### src/rtl/pes_header_parser_defines.svh
// Assertion macros for the PES header parser.
`ifndef PES_HEADER_PARSER_DEFINES_SVH
`define PES_HEADER_PARSER_DEFINES_SVH
`define PHP_ASSERT_IMP(label, clk, rstn, a, b) \
    label: assert property (@(posedge clk) disable iff (!rstn) (a) |-> (b)) \
        else $error("check failed");
`define PHP_ASSERT_NEXT(label, clk, rstn, a, b) \
    label: assert property (@(posedge clk) disable iff (!rstn) (a) |=> (b)) \
        else $error("check failed");
`endif

### src/rtl/php_pkg.sv
// Shared types and constants of the PES header parser.
package php_pkg;
    localparam logic [7:0] ID_PADDING  = 8'hbe;
    localparam logic [7:0] ID_PRIVATE2 = 8'hbf;
    localparam logic [1:0] SYN_MPEG1 = 2'd0;
    localparam logic [1:0] SYN_MPEG2 = 2'd1;
    localparam logic [1:0] SYN_NONE  = 2'd2;
    localparam logic [1:0] ST_OK     = 2'd0;
    localparam logic [1:0] ST_LONG   = 2'd1;
    localparam logic [1:0] ST_CUT    = 2'd2;
    localparam int QDEPTH = 2;

    typedef struct packed {
        logic [15:0] es_id;
        logic [1:0]  syntax;
        logic        pts_valid;
        logic [32:0] pts;
        logic        dts_valid;
        logic [32:0] dts;
        logic [15:0] packet_length;
        logic [16:0] consumed;
        logic        cut;
    } php_rec_t;

    typedef struct packed {
        logic     valid;
        php_rec_t rec;
    } php_push_t;
endpackage

### src/rtl/php_front.sv
// Byte-level header walker: tracks phase and gathers header fields.
module php_front import php_pkg::*; (
    input  logic        aclk,
    input  logic        aresetn,
    input  logic        en,
    input  logic [7:0]  data_byte,
    input  logic        packet_start,
    output php_push_t   push
);
    typedef enum logic [18:0] {
        PH_IDLE     = 19'd1 << 0,  PH_START   = 19'd1 << 1,  PH_FIRST   = 19'd1 << 2,
        PH_M1_STUFF = 19'd1 << 3,  PH_M1_STD  = 19'd1 << 4,  PH_M1_AFTER = 19'd1 << 5,
        PH_M1_TS    = 19'd1 << 6,  PH_M2_FLAGS = 19'd1 << 7, PH_M2_HDL  = 19'd1 << 8,
        PH_M2_TS    = 19'd1 << 9,  PH_M2_FIX  = 19'd1 << 10, PH_M2_EXTF = 19'd1 << 11,
        PH_M2_PRIV  = 19'd1 << 12, PH_M2_PACKLEN = 19'd1 << 13,
        PH_M2_PACKSKIP = 19'd1 << 14, PH_M2_SEQ = 19'd1 << 15,
        PH_M2_EXTLEN = 19'd1 << 16, PH_M2_EXTID = 19'd1 << 17, PH_M2_TAIL = 19'd1 << 18
    } phase_t;

    phase_t      phase_reg, phase_next;
    logic [3:0]  bc_reg, bc_next;
    logic [15:0] plen_reg, plen_next;
    logic [16:0] cons_reg, cons_next;
    logic [7:0]  hf_reg, hf_next, ef_reg, ef_next, hdl_reg, hdl_next, skip_reg, skip_next;
    logic [15:0] id_reg, id_next;
    logic [32:0] pts_reg, pts_next, dts_reg, dts_next;
    logic [1:0]  tsf_reg, tsf_next;
    logic        emit;
    logic        emit_cut;
    phase_t      ephase;

    function automatic logic [32:0] ts_upd(input logic [32:0] a, input logic [2:0] k,
                                           input logic [7:0] c);
        logic [32:0] r;
        r = a;
        case (k)
            3'd0: r = {c[3:1], 30'd0};
            3'd1: r = a | {3'd0, c, 22'd0};
            3'd2: r = a | {11'd0, c[7:1], 15'd0};
            3'd3: r = a | {18'd0, c, 7'd0};
            default: r = a | {26'd0, c[7:1]};
        endcase
        return r;
    endfunction

    function automatic logic [3:0] fix_n(input logic [7:0] h);
        return (h[5] ? 4'd6 : 4'd0) + (h[4] ? 4'd3 : 4'd0) + {3'd0, h[3]} + {3'd0, h[2]}
               + (h[1] ? 4'd2 : 4'd0);
    endfunction

    always_comb begin
        logic [7:0] c;
        logic [3:0] tst;
        logic [3:0] n;
        logic [2:0] chain;
        logic       m1ts;
        logic       m1ev;
        c = data_byte;
        phase_next = phase_reg; bc_next = bc_reg; plen_next = plen_reg;
        cons_next = cons_reg; hf_next = hf_reg; ef_next = ef_reg; hdl_next = hdl_reg;
        skip_next = skip_reg; id_next = id_reg; pts_next = pts_reg; dts_next = dts_reg;
        tsf_next = tsf_reg;
        emit = 1'b0; emit_cut = 1'b0; ephase = phase_reg;
        chain = 3'd0; m1ts = 1'b0; m1ev = 1'b0;
        tst = hf_reg[6] ? 4'd10 : 4'd5;
        n = 4'd0;
        if (en) begin
            if (packet_start) begin
                emit = (phase_reg != PH_IDLE); emit_cut = 1'b1;
                phase_next = PH_START; bc_next = 4'd1; plen_next = '0; cons_next = '0;
                hf_next = '0; ef_next = '0; hdl_next = '0; skip_next = '0; id_next = '0;
                pts_next = '0; dts_next = '0; tsf_next = '0;
            end else if (phase_reg != PH_IDLE) begin
                if (phase_reg != PH_START) cons_next = cons_reg + 17'd1;
                case (phase_reg)
                    PH_START: begin
                        if (bc_reg == 4'd3) id_next = {8'd0, c};
                        else if (bc_reg == 4'd4) plen_next = {c, 8'd0};
                        else if (bc_reg == 4'd5) plen_next = {plen_reg[15:8], c};
                        bc_next = bc_reg + 4'd1;
                        if (bc_reg == 4'd5) begin
                            if (id_reg[7:0] == ID_PADDING || id_reg[7:0] == ID_PRIVATE2)
                                emit = 1'b1;
                            else phase_next = PH_FIRST;
                        end
                    end
                    PH_FIRST: begin
                        if (c[7:6] == 2'b10) phase_next = PH_M2_FLAGS;
                        else m1ev = 1'b1;
                    end
                    PH_M1_STUFF: m1ev = 1'b1;
                    PH_M1_STD:   phase_next = PH_M1_AFTER;
                    PH_M1_AFTER: m1ts = 1'b1;
                    PH_M1_TS, PH_M2_TS: begin
                        if (bc_reg < 4'd5) pts_next = ts_upd(pts_reg, bc_reg[2:0], c);
                        else dts_next = ts_upd(dts_reg, 3'(bc_reg - 4'd5), c);
                        if (bc_reg == 4'd4) tsf_next[0] = 1'b1;
                        if (bc_reg == 4'd9) tsf_next[1] = 1'b1;
                        bc_next = bc_reg + 4'd1;
                        if (bc_next >= tst) begin
                            if (phase_reg == PH_M1_TS) emit = 1'b1;
                            else chain = 3'd2;
                        end
                    end
                    PH_M2_FLAGS: begin hf_next = c; phase_next = PH_M2_HDL; end
                    PH_M2_HDL:   begin hdl_next = c; chain = 3'd1; end
                    PH_M2_FIX: begin
                        skip_next = skip_reg - 8'd1;
                        if (skip_reg <= 8'd1) begin skip_next = '0; chain = 3'd3; end
                    end
                    PH_M2_EXTF: begin ef_next = c; chain = 3'd4; end
                    PH_M2_PRIV: begin
                        skip_next = skip_reg - 8'd1;
                        if (skip_reg <= 8'd1) begin skip_next = '0; chain = 3'd5; end
                    end
                    PH_M2_PACKLEN: begin
                        skip_next = c;
                        if (c == 8'd0) chain = 3'd6;
                        else phase_next = PH_M2_PACKSKIP;
                    end
                    PH_M2_PACKSKIP, PH_M2_SEQ: begin
                        skip_next = skip_reg - 8'd1;
                        if (skip_reg <= 8'd1) begin
                            skip_next = '0;
                            chain = (phase_reg == PH_M2_PACKSKIP) ? 3'd6 : 3'd7;
                        end
                    end
                    PH_M2_EXTLEN: begin
                        if (c[6:0] != 7'd0) phase_next = PH_M2_EXTID;
                        else chain = 3'd0;
                        if (c[6:0] == 7'd0) phase_next = PH_M2_TAIL;
                    end
                    PH_M2_EXTID: begin
                        if (!c[7]) id_next = {id_reg[7:0], c};
                        phase_next = PH_M2_TAIL;
                    end
                    default: phase_next = PH_M2_TAIL;
                endcase
                if (m1ev) begin
                    if (cons_next < {1'b0, plen_reg} && c[7]) phase_next = PH_M1_STUFF;
                    else if (c[7:6] == 2'b01) phase_next = PH_M1_STD;
                    else m1ts = 1'b1;
                end
                if (m1ts) begin
                    if (c[7:4] == 4'h2 || c[7:4] == 4'h3) begin
                        hf_next = (c[7:4] == 4'h3) ? 8'hc0 : 8'h80;
                        pts_next = ts_upd(pts_reg, 3'd0, c);
                        bc_next = 4'd1; phase_next = PH_M1_TS;
                    end else begin
                        emit = 1'b1; ephase = PH_M1_AFTER;
                    end
                end
                // walk the optional-field chain to the next state that consumes bytes
                if (chain == 3'd1) begin
                    if (hf_reg[7]) begin phase_next = PH_M2_TS; bc_next = '0; end
                    else chain = 3'd2;
                end
                if (chain == 3'd2) begin
                    n = fix_n(hf_reg);
                    if (n != 4'd0) begin phase_next = PH_M2_FIX; skip_next = {4'd0, n}; end
                    else chain = 3'd3;
                end
                if (chain == 3'd3) begin
                    if (hf_reg[0]) phase_next = PH_M2_EXTF;
                    else phase_next = PH_M2_TAIL;
                end
                if (chain == 3'd4) begin
                    if (c[7]) begin phase_next = PH_M2_PRIV; skip_next = 8'd16; end
                    else chain = 3'd5;
                end
                if (chain == 3'd5) begin
                    if (ef_next[6]) phase_next = PH_M2_PACKLEN;
                    else chain = 3'd6;
                end
                if (chain == 3'd6) begin
                    n = (ef_next[5] ? 4'd2 : 4'd0) + (ef_next[4] ? 4'd2 : 4'd0);
                    if (n != 4'd0) begin phase_next = PH_M2_SEQ; skip_next = {4'd0, n}; end
                    else chain = 3'd7;
                end
                if (chain == 3'd7) begin
                    if (ef_next[0]) phase_next = PH_M2_EXTLEN;
                    else phase_next = PH_M2_TAIL;
                end
                if (phase_next == PH_M2_TAIL && !emit) begin
                    if (cons_next >= 17'd3 + {9'd0, hdl_next}) begin
                        emit = 1'b1; ephase = PH_M2_TAIL;
                    end
                end
            end
            if (emit && !emit_cut) phase_next = PH_IDLE;
        end
    end

    always_ff @(posedge aclk) begin
        if (!aresetn) begin
            phase_reg <= PH_IDLE; bc_reg <= '0; plen_reg <= '0; cons_reg <= '0;
            hf_reg <= '0; ef_reg <= '0; hdl_reg <= '0; skip_reg <= '0; id_reg <= '0;
            pts_reg <= '0; dts_reg <= '0; tsf_reg <= '0;
            push.valid <= 1'b0;
        end else begin
            phase_reg <= phase_next; bc_reg <= bc_next; plen_reg <= plen_next;
            cons_reg <= cons_next; hf_reg <= hf_next; ef_reg <= ef_next;
            hdl_reg <= hdl_next; skip_reg <= skip_next; id_reg <= id_next;
            pts_reg <= pts_next; dts_reg <= dts_next; tsf_reg <= tsf_next;
            push.valid <= emit;
        end
    end

    always_ff @(posedge aclk) begin
        if (emit) begin
            if (emit_cut) begin
                push.rec.es_id <= id_reg; push.rec.pts_valid <= tsf_reg[0];
                push.rec.pts <= tsf_reg[0] ? pts_reg : '0;
                push.rec.dts_valid <= tsf_reg[1];
                push.rec.dts <= tsf_reg[1] ? dts_reg : '0;
                push.rec.consumed <= cons_reg;
                push.rec.syntax <= (phase_reg == PH_START || phase_reg == PH_FIRST) ?
                    SYN_NONE : ((phase_reg == PH_M1_STUFF || phase_reg == PH_M1_STD ||
                    phase_reg == PH_M1_AFTER || phase_reg == PH_M1_TS) ? SYN_MPEG1 :
                    SYN_MPEG2);
            end else begin
                push.rec.es_id <= id_next; push.rec.pts_valid <= tsf_next[0];
                push.rec.pts <= tsf_next[0] ? pts_next : '0;
                push.rec.dts_valid <= tsf_next[1];
                push.rec.dts <= tsf_next[1] ? dts_next : '0;
                push.rec.consumed <= cons_next;
                push.rec.syntax <= (phase_reg == PH_START || phase_reg == PH_FIRST) ?
                    SYN_NONE : ((ephase == PH_M1_AFTER || phase_reg == PH_M1_TS) ?
                    SYN_MPEG1 : SYN_MPEG2);
            end
            push.rec.packet_length <= emit_cut ? plen_reg : plen_next;
            push.rec.cut <= emit_cut;
        end
    end
endmodule

### src/rtl/php_queue.sv
// Short result queue between the walker and the output stage.
module php_queue import php_pkg::*; (
    input  logic      aclk,
    input  logic      aresetn,
    input  php_push_t push,
    output logic      space,
    output logic      q_valid,
    output php_rec_t  q_rec,
    input  logic      q_pop
);
    localparam int AW = $clog2(QDEPTH);
    php_rec_t      mem [QDEPTH];
    logic [AW-1:0] wp_reg, rp_reg;
    logic [AW:0]   cnt_reg;

    assign q_valid = (cnt_reg != '0);
    assign q_rec   = mem[rp_reg];
    // hold room for an entry the walker may already have in flight
    assign space   = (cnt_reg + (AW+1)'(push.valid)) <= ((AW+1)'(1) + (AW+1)'(q_pop));

    always_ff @(posedge aclk) begin
        if (push.valid) mem[wp_reg] <= push.rec;
    end

    always_ff @(posedge aclk) begin
        if (!aresetn) begin
            wp_reg <= '0; rp_reg <= '0; cnt_reg <= '0;
        end else begin
            if (push.valid) wp_reg <= wp_reg + AW'(1);
            if (q_pop) rp_reg <= rp_reg + AW'(1);
            cnt_reg <= cnt_reg + (AW+1)'(push.valid) - (AW+1)'(q_pop);
        end
    end
endmodule

### src/rtl/php_back.sv
// Output stage: works out payload size and status, drives the result channel.
module php_back import php_pkg::*; (
    input  logic        aclk,
    input  logic        aresetn,
    input  logic        q_valid,
    input  php_rec_t    q_rec,
    output logic        q_pop,
    output logic        m_valid,
    input  logic        m_ready,
    output logic [15:0] m_es_id,
    output logic [1:0]  m_syntax,
    output logic        m_pts_valid,
    output logic [32:0] m_pts,
    output logic        m_dts_valid,
    output logic [32:0] m_dts,
    output logic [15:0] m_body_size,
    output logic [1:0]  m_status
);
    logic        long_hdr;
    logic [16:0] diff;

    assign q_pop = q_valid && (!m_valid || m_ready);
    assign diff = {1'b0, q_rec.packet_length} - q_rec.consumed;
    assign long_hdr = q_rec.consumed > {1'b0, q_rec.packet_length};

    always_ff @(posedge aclk) begin
        if (!aresetn) m_valid <= 1'b0;
        else if (q_pop) m_valid <= 1'b1;
        else if (m_ready) m_valid <= 1'b0;
    end

    always_ff @(posedge aclk) begin
        if (q_pop) begin
            m_es_id <= q_rec.es_id; m_syntax <= q_rec.syntax;
            m_pts_valid <= q_rec.pts_valid; m_pts <= q_rec.pts;
            m_dts_valid <= q_rec.dts_valid; m_dts <= q_rec.dts;
            m_body_size <= (q_rec.cut || long_hdr) ? 16'd0 : diff[15:0];
            m_status <= q_rec.cut ? ST_CUT : (long_hdr ? ST_LONG : ST_OK);
        end
    end

`include "pes_header_parser_defines.svh"
    `PHP_ASSERT_IMP(a_pop_ok, aclk, aresetn, q_pop, q_valid)
    `PHP_ASSERT_NEXT(a_load, aclk, aresetn, q_pop, m_valid)
    `PHP_ASSERT_IMP(a_long_zero, aclk, aresetn, m_valid && m_status != ST_OK,
                    m_body_size == 16'd0)
endmodule

### src/rtl/pes_header_parser.sv
// Top level of the PES header parser.
//  channel | ports                 | role
//  input   | s_valid/s_ready, s_*  | one stream byte per transfer
//  result  | m_valid/m_ready, m_*  | one header summary per packet
// One byte a cycle while s_ready is high; the walker's combinational next-state step sets the rate.
// A result passes from the walker's push register through the result queue and the output register.
// s_ready drops while the two-entry result queue, counting a result still in
// the walker, has no room left for one more.
// Reset is synchronous, active low, and returns the walker to idle.
module pes_header_parser import php_pkg::*; (
    input  logic        aclk,
    input  logic        aresetn,
    input  logic        s_valid,
    output logic        s_ready,
    input  logic [7:0]  s_data_byte,
    input  logic        s_packet_start,
    output logic        m_valid,
    input  logic        m_ready,
    output logic [15:0] m_es_id,
    output logic [1:0]  m_syntax,
    output logic        m_pts_valid,
    output logic [32:0] m_pts,
    output logic        m_dts_valid,
    output logic [32:0] m_dts,
    output logic [15:0] m_body_size,
    output logic [1:0]  m_status
);
    php_push_t push;
    logic      space, q_valid, q_pop;
    php_rec_t  q_rec;

    assign s_ready = space;

    php_front u_front (.aclk, .aresetn, .en(s_valid && s_ready),
        .data_byte(s_data_byte), .packet_start(s_packet_start), .push);
    php_queue u_queue (.aclk, .aresetn, .push, .space, .q_valid, .q_rec, .q_pop);
    php_back u_back (.aclk, .aresetn, .q_valid, .q_rec, .q_pop, .m_valid, .m_ready,
        .m_es_id, .m_syntax, .m_pts_valid, .m_pts, .m_dts_valid, .m_dts,
        .m_body_size, .m_status);
endmodule

### config.mk
export PLATFORM = sky130hd
export DESIGN_NAME = pes_header_parser
export DESIGN_NICKNAME = d
export VERILOG_FILES = /design/src/rtl/php_pkg.sv /design/src/rtl/php_front.sv /design/src/rtl/php_queue.sv /design/src/rtl/php_back.sv /design/src/rtl/pes_header_parser.sv
export VERILOG_INCLUDE_DIRS = /design/src /design/src/rtl
export SDC_FILE = /design/constraint.sdc
export NUM_CORES = 1
export LEC_CHECK = 0
export BUFFER_PORTS_ARGS = -buffer_cell sky130_fd_sc_hd__buf_4
export CAP_MARGIN = 20
export CELL_PAD_IN_SITES_DETAIL_PLACEMENT = 2
export CELL_PAD_IN_SITES_GLOBAL_PLACEMENT = 2
export CORE_ASPECT_RATIO = 0.9
export CORE_UTILIZATION = 45
export CTS_CLUSTER_SIZE = 40
export DETAILED_ROUTE_END_ITERATION = 10
export PLACE_DENSITY_LB_ADDON = 0.1
export SYNTH_ARGS = -nofsm -noshare
export SYNTH_HDL_FRONTEND = slang
export SYNTH_SLANG_ARGS = --single-unit
export TNS_END_PERCENT = 30
### constraint.sdc
create_clock -name aclk -period 19.5 [get_ports aclk]
set_input_delay 0.975 -clock aclk [delete_from_list [all_inputs] [get_ports aclk]]
set_output_delay 0.975 -clock aclk [all_outputs]
set_load 0.005 [all_outputs]
==> impl_metrics.toml, run 1 <==
[status]
status = "finished, final reports clean"

[placement]
placed_area_sq_um = 29500
place.gp.congestion = 0.913
dp_hpwl_um = 60500
io_buffers = 118

[critical_path]
critPathLaunchType = "register"
end_kind = "register"
critPathKind = "reg -> reg"
worstPathMaxFanout = 65
worstPathRequired_ns = 19.74
arrival_ns = 6.23

[synthesis]
synthDistinctLibCells = 92
synth_ff_type = "edfxtp_1"
syn_nets = 2402
synth_edf_count = 464
syn-cell-area_sq_um = 27900
async_flop_share = 0
syn_inst = 2306
ys_seq_area_frac = 0.624
yosys_warnings = 0
yosys_register_bits = 639
avgSynthCellArea_sq_um = 12.1

[pwr]
power_leakage_nw = 11.3
ir_drop_mv = 0.124
powerDensity_nw_per_um2 = 125

[clocking]
cts_max_level = 3
cts_tree = "built"
cts_hold_buf = 0
cts_sinks = 639
post_cts_resized = 0
clk_latency_ns = 0.63
clockBufferDepth = 3
clk_pin_slew_ns = 0.07
cts-root-buf = "clkbuf_16"
cts_setup_buffers = 0
numCtsBuffers = 69

[sta]
drv_slew = 0
rsz0062_at_grt = "no"
setup_viol = 0
worstMarginPinSlew_ns = 1.16
max_freq_mhz = 167
clock_skew_ns = 0.0400
layout_worst_path_cycle_share = 0.307
hold_viol_final = 0
slew_headroom = 0.213
post-route-min-period_ns = 5.99
tns_ns = 0

[routing]
drc_errors = 0
vias = 19662
drt_iter0_markers = 1168
wl_um = 93200
first_pass_iters = 5
vias_per_cell = 6.07
detail_route.wl_per_cell_um = 28.8
detail-route-antenna-nets = 0

[layout]
final_cell_mix = "464 x edfxtp_1, 221 x nor2_1, 213 x nand2_1, 174 x dfxtp_1, 145 x buf_4"
drive_above_1_share = 0.161
final_common_cell = "edfxtp_1"
final_area_sq_um = 31800
final_nets = 2488
largest_register_ffs = 240
nFillCells = 5864
reg_top3 = "u_queue.mem x240, u_front.push x121"
area_delta_synth_final_pct = 14.0
regMostFlops = "u_queue.mem"

[global_routing]
grt_max_degree = 82
grt_overflow = 0
antenna_found_initial = 0
grt_pass1_wl_um = 138000
grt_usage = 0.294
grt_pass1_vias = 21423

[die]
die_h_um = 238
initial_core_util = 0.455
io_pins = 119
num_rows = 86
coreArea_sq_um = 61300
dieArea_sq_um = 63100
die-width_um = 265

[min_path]
hold_class = "reg -> reg"

[job]
cap_violations = 0
[metal layers]
metal	global-route usage	part of all wire
met4	0.0904	0.026
met2	0.530	0.52
met3	0.0301	0.034
met5	0	0
met1	0.370	0.42
[Yosys cell counts, types with 4 or more instances]
cell,number,area share
nor2_1,224,0.030
buf_1,14,0.0019
or4_1,5,0.0013
a211oi_1,6,0.0016
a32o_1,11,0.0039
a31oi_1,12,0.0027
nand2b_1,16,0.0036
o22ai_1,6,0.0013
nor2b_1,20,0.0045
xor2_1,17,0.0053
or3_1,19,0.0043
buf_2,11,0.0020
edfxtp_1,464,0.50
and2_1,15,0.0034
dfxtp_1,175,0.13
ha_1,79,0.035
fa_1,4,0.0029
a22oi_1,101,0.027
and3_1,17,0.0038
nor3_1,42,0.0075
o31ai_1,4,0.0011
nand2_1,214,0.029
mux2i_1,45,0.016
a21o_1,13,0.0035
xnor2_1,34,0.011
nor4_4,5,0.0038
o211a_1,4,0.0014
clkbuf_1,101,0.014
or2_2,6,0.0013
nor4b_1,5,0.0016
o21ai_1,9,0.0016
nand3_1,50,0.0090
a22o_1,24,0.0075
inv_1,77,0.010
o21ai_0,80,0.014
mux2_2,97,0.039
a32oi_1,5,0.0016
nor4_1,20,0.0045
a21oi_1,115,0.021
a21boi_0,4,0.0011
nand4_1,24,0.0054
o21a_1,11,0.0030
o211ai_1,22,0.0059
[path summary, 6_finish.rpt]
check	slack, ns	start	depth (start not counted)	to
min	0.45	u_front.push[72]$_DFFE_PP_	0	u_queue.mem[1][72]$_DFFE_PP_
min reg2reg	0.45	u_front.push[72]$_DFFE_PP_	0	u_queue.mem[1][72]$_DFFE_PP_
max reg2reg	13.51	u_front.phase_reg[4]$_SDFFE_PN0P_	18	u_front.push[95]$_DFFE_PP_
max	13.51	u_front.phase_reg[4]$_SDFFE_PN0P_	18	u_front.push[95]$_DFFE_PP_
[power breakdown]
part	internal, W	switching, W	total [W]
Clock	0.000768	0.000566	0.00133
Sequential	0.00171	0.0000976	0.00181
Combinational	0.000308	0.000528	0.000836
[worst max-delay path, cell delays in order, from the launching register on]
cell and delay [ns]:
dfxtp_1 0.40, nor4_4 0.53, nand4_1 0.57, or2_2 0.65, nand4_1 0.25, or2_2 0.19, nor2_1 0.07, xor2_1 0.17
ha_1 0.33, nand4_1 0.11, a311o_1 0.34, nor3_1 0.17, o21ai_0 0.24, nand4_1 0.16, a21oi_1 0.13, nand3_1 0.18
nand2_2 0.16, nor2_4 0.14, buf_4 0.74
[stage by stage]
stage	power, W	std cells	util	setup slack (ns)	hold slack, ns
finish	0.00398	3240	0.519	13.51	0.447
global route	0.00411	3239	0.519	13.08	0.455
CTS	0.00401	3237	0.518	13.58	0.447
detailed placement	0.00267	3111	0.481	13.59	0.435
global placement	0.00260	3111	0.481	13.79	0.422
floorplan	0.00225	2306	-	6.42	0.421
[cells by family (layout without fill, tap and decap cells)]
group,after synthesis,after routing,synth area share
flops,639,639,0.624
xor+xnor,51,51,0.0160
mux,142,142,0.0552
buf+inv,210,351,0.0298
simple gates,713,713,0.123
other cells,0,1,0
fa+ha+maj,83,83,0.0383
compound gates,468,468,0.113
[area by class of cell]
type	count	area, sq um	share of cell area
repair buffers	146	1120	0.0351
well taps	792	991	0.0311
inverters	79	299	0.00940
flip-flops and latches	639	17400	0.548
diodes	1	2.50	0.0000786
multi-input cells	1457	9700	0.305
clock buffers	96	1930	0.0607
clock inverters	30	348	0.0109
Power figures use the tool's default switching activity.
==> run 2: changes to the inputs <==
--- a/config.mk
+++ b/config.mk
@@ -11,7 +11,7 @@
 export CELL_PAD_IN_SITES_DETAIL_PLACEMENT = 2
 export CELL_PAD_IN_SITES_GLOBAL_PLACEMENT = 2
 export CORE_ASPECT_RATIO = 0.9
-export CORE_UTILIZATION = 45
+export CORE_UTILIZATION = 43
 export CTS_CLUSTER_SIZE = 40
 export DETAILED_ROUTE_END_ITERATION = 10
 export PLACE_DENSITY_LB_ADDON = 0.1
==> constraint.sdc (replaced) <==
create_clock -name aclk -period 6.1 [get_ports aclk]
set_input_delay 0.305 -clock aclk [delete_from_list [all_inputs] [get_ports aclk]]
set_output_delay 0.305 -clock aclk [all_outputs]
set_load 0.005 [all_outputs]
==> run 2 against run 1 <==
Against the previous run:
- core utilization down 2.0 points
- via count is the same
- worst hold slack got worse by 0.40 ns
- cell area up 0.61%
- sequential power increased to 3.2 times the previous value
- largest power group unchanged
- critical path depth is 2 higher
- critical endpoint is now u_front.push[19]$_DFFE_PP_
- global-route usage shrank 0.81 points
- maximum frequency increased by 6.1%
==> impl_metrics.toml, run 2 (synthesis gave the netlist of run 1 again) <==
[critical_path]
end_kind = "register"
rr_worst_depth = 20
rrSetupSlack_ns = 0.45
r2r_start = "u_front.phase_reg[12]$_SDFFE_PN0P_"
arrival_ns = 5.92
path_cells = "nor4_4, nand4_2, nor2_1, buf_4, mux2i_1, ha_1, nor3_1, nor2b_1, xor2_1, ha_1, nand4_1, o21ai_0, a21o_1, a211oi_1, nand4b_1, o22ai_1, o31ai_4, nand2_2, nor2_4, buf_12"
worst-path-buf-inv = 2
slowest_stage = "nor4_4"
worstPathMaxFanout = 58
cpPeakStageDelay_ns = 0.56
crit_top_cell = "ha_1"
critPathKind = "reg -> reg"
r2r-end = "u_front.push[19]$_DFFE_PP_"
cp_top_family = "simple AND/OR/NAND/NOR gates"
critPathLaunchType = "register"
worstPathRequired_ns = 6.37

[clocking]
cts_setup_buffers = 0
clk_latency_ns = 0.63
numCtsBuffers = 70
post_cts_resized = 0
clk_pin_slew_ns = 0.06
clockBufferDepth = 3
cts_tree = "built"
cts_sinks = 639
cts-root-buf = "clkbuf_16"
cts_hold_buf = 0
cts_max_level = 3

[global_routing]
grt_max_degree = 79
antenna_found_initial = 2
grt_usage = 0.286
grt_busiest_layer = "met2"
grt_overflow = 0
grt_pass1_vias = 21325
gr-usage-met1 = 0.358
use_met2 = 0.498
grt_util_met3 = 0.0407
grt_pass1_wl_um = 140000

[pwr]
internal_power_w = 0.00892
ir_drop_mv = 0.401
power_leakage_nw = 11.3
powerDensity_nw_per_um2 = 400
power_frac_clock = 0.333
seq_power_share = 0.454
power.switching_fraction = 0.304
share_comb_of_total_power = 0.213
p_switching_w = 0.00390

[layout]
antennaDiodeCount = 0
final_cell_mix = "464 x edfxtp_1, 222 x nor2_1, 213 x nand2_1, 174 x dfxtp_1, 155 x buf_4"
register_area_sq_um = 17400
final_common_cell = "edfxtp_1"
nFillCells = 6233
multiInputGateArea_sq_um = 9700
final_nets = 2504
area_delta_synth_final_pct = 14.6
finalCoreUtilization = 0.499
reg_top3 = "u_queue.mem x240, u_front.push x121"
largest_register_ffs = 240
regMostFlops = "u_queue.mem"
drive_above_1_share = 0.164

[sta]
drv_slew = 0
setup_viol = 0
tns_ns = 0
post-route-min-period_ns = 5.65
whs_ns = 0.0477
worstMarginPinSlew_ns = 1.07
max_freq_mhz = 177
hold_viol_final = 0
fin_ws_ns = 0.450
clock_skew_ns = 0.0321
slew_headroom = 0.282
rsz0062_at_grt = "no"
layout_worst_path_cycle_share = 0.926

[die]
io_pins = 119
coreArea_sq_um = 64200
num_rows = 88
initial_core_util = 0.435
dieArea_sq_um = 66000
die_h_um = 244
die-width_um = 271

[routing]
drt_iter0_markers = 1419
drc_errors = 0
vias = 19662
detail-route-antenna-nets = 0
detail_route.wl_per_cell_um = 28.6
vias_per_cell = 5.92
first_pass_iters = 5
wl_um = 94900

[min_path]
min_path_cells = 4
hold_class = "in -> reg"
min_to = "u_back.m_valid$_SDFFE_PN0P_"
worstHoldStart = "m_ready"

[status]
status = "finished, final reports clean"

[placement]
dp_hpwl_um = 61600
dp_slack_ns = 0.509
io_buffers = 118
place.gp.congestion = 0.914

[job]
cap_violations = 0
run 2: cell types whose count changed in the layout (fill, tap and decap cells not counted), sizes merged:
cell | previous run | this run
clkinv | 19 | 22
buf | 146 | 160
clkinvlp | 2 | 3
clkbuf | 96 | 95
diode | 1 | 0
run 2: tightest hold or removal path, delay by kind of cell:
kind | cells | cell delay [ns]
and+or+nand+nor | 3 | 0.24
buffers and inverters | 1 | 0.08
run 2: layout make-up:
type / instances / area share
clock buffer: 94 / 0.0591
multi-input combinational: 1457 / 0.303
sequential: 639 / 0.545
timing repair buffer: 161 / 0.0393
inverter: 79 / 0.00934
tap: 855 / 0.0334
clock inverter: 34 / 0.0113
run 2: metrics by stage:
step	cell area, sq um	std cells	power, W
6_report	32000	3319	0.0128
5_1_grt	32000	3319	0.0133
4_1_cts	32000	3316	0.0129
3_5_place_dp	29700	3188	0.00860
3_3_place_gp	29700	3187	0.00836
2_1_floorplan	27900	2306	0.00714
run 2: worst max path at each step:
stage	slack [ns]	end	from	cells past startpoint
CTS	0.41	u_front.push[74]$_DFFE_PP_	u_front.phase_reg[12]$_SDFFE_PN0P_	20
finish	0.45	u_front.push[19]$_DFFE_PP_	u_front.phase_reg[12]$_SDFFE_PN0P_	20
floorplan	-0.17	u_queue.mem[0][0]$_DFFE_PP_	u_front.push[120]$_SDFF_PN0_	1
global placement	0.72	u_front.push[88]$_DFFE_PP_	u_front.phase_reg[1]$_SDFFE_PN0P_	21
detailed placement	0.51	u_front.push[79]$_DFFE_PP_	u_front.phase_reg[12]$_SDFFE_PN0P_	20
global route	0.004	u_front.push[4]$_DFFE_PP_	u_front.phase_reg[12]$_SDFFE_PN0P_	20
run 2: metal layers:
| metal | vias to the layer above | wire (um) | share of wire |
|---|---|---|---|
| met5 | - | 13 | 0.00014 |
| met2 | 510 | 47700 | 0.50 |
| met1 | 10236 | 40400 | 0.43 |
| li1 | 8731 | - | - |
| met4 | 2 | 3140 | 0.033 |
| met3 | 183 | 3700 | 0.039 |
run 2: power groups by stage:
stage                     clock network (W)  registers (W)  logic [W]
final                               0.00427        0.00582    0.00273
after detailed placement                  0        0.00590    0.00270
after global routing                0.00447        0.00587    0.00292
after CTS                           0.00435        0.00584    0.00275
after floorplan                           0        0.00579    0.00136
after global placement                    0        0.00580    0.00256
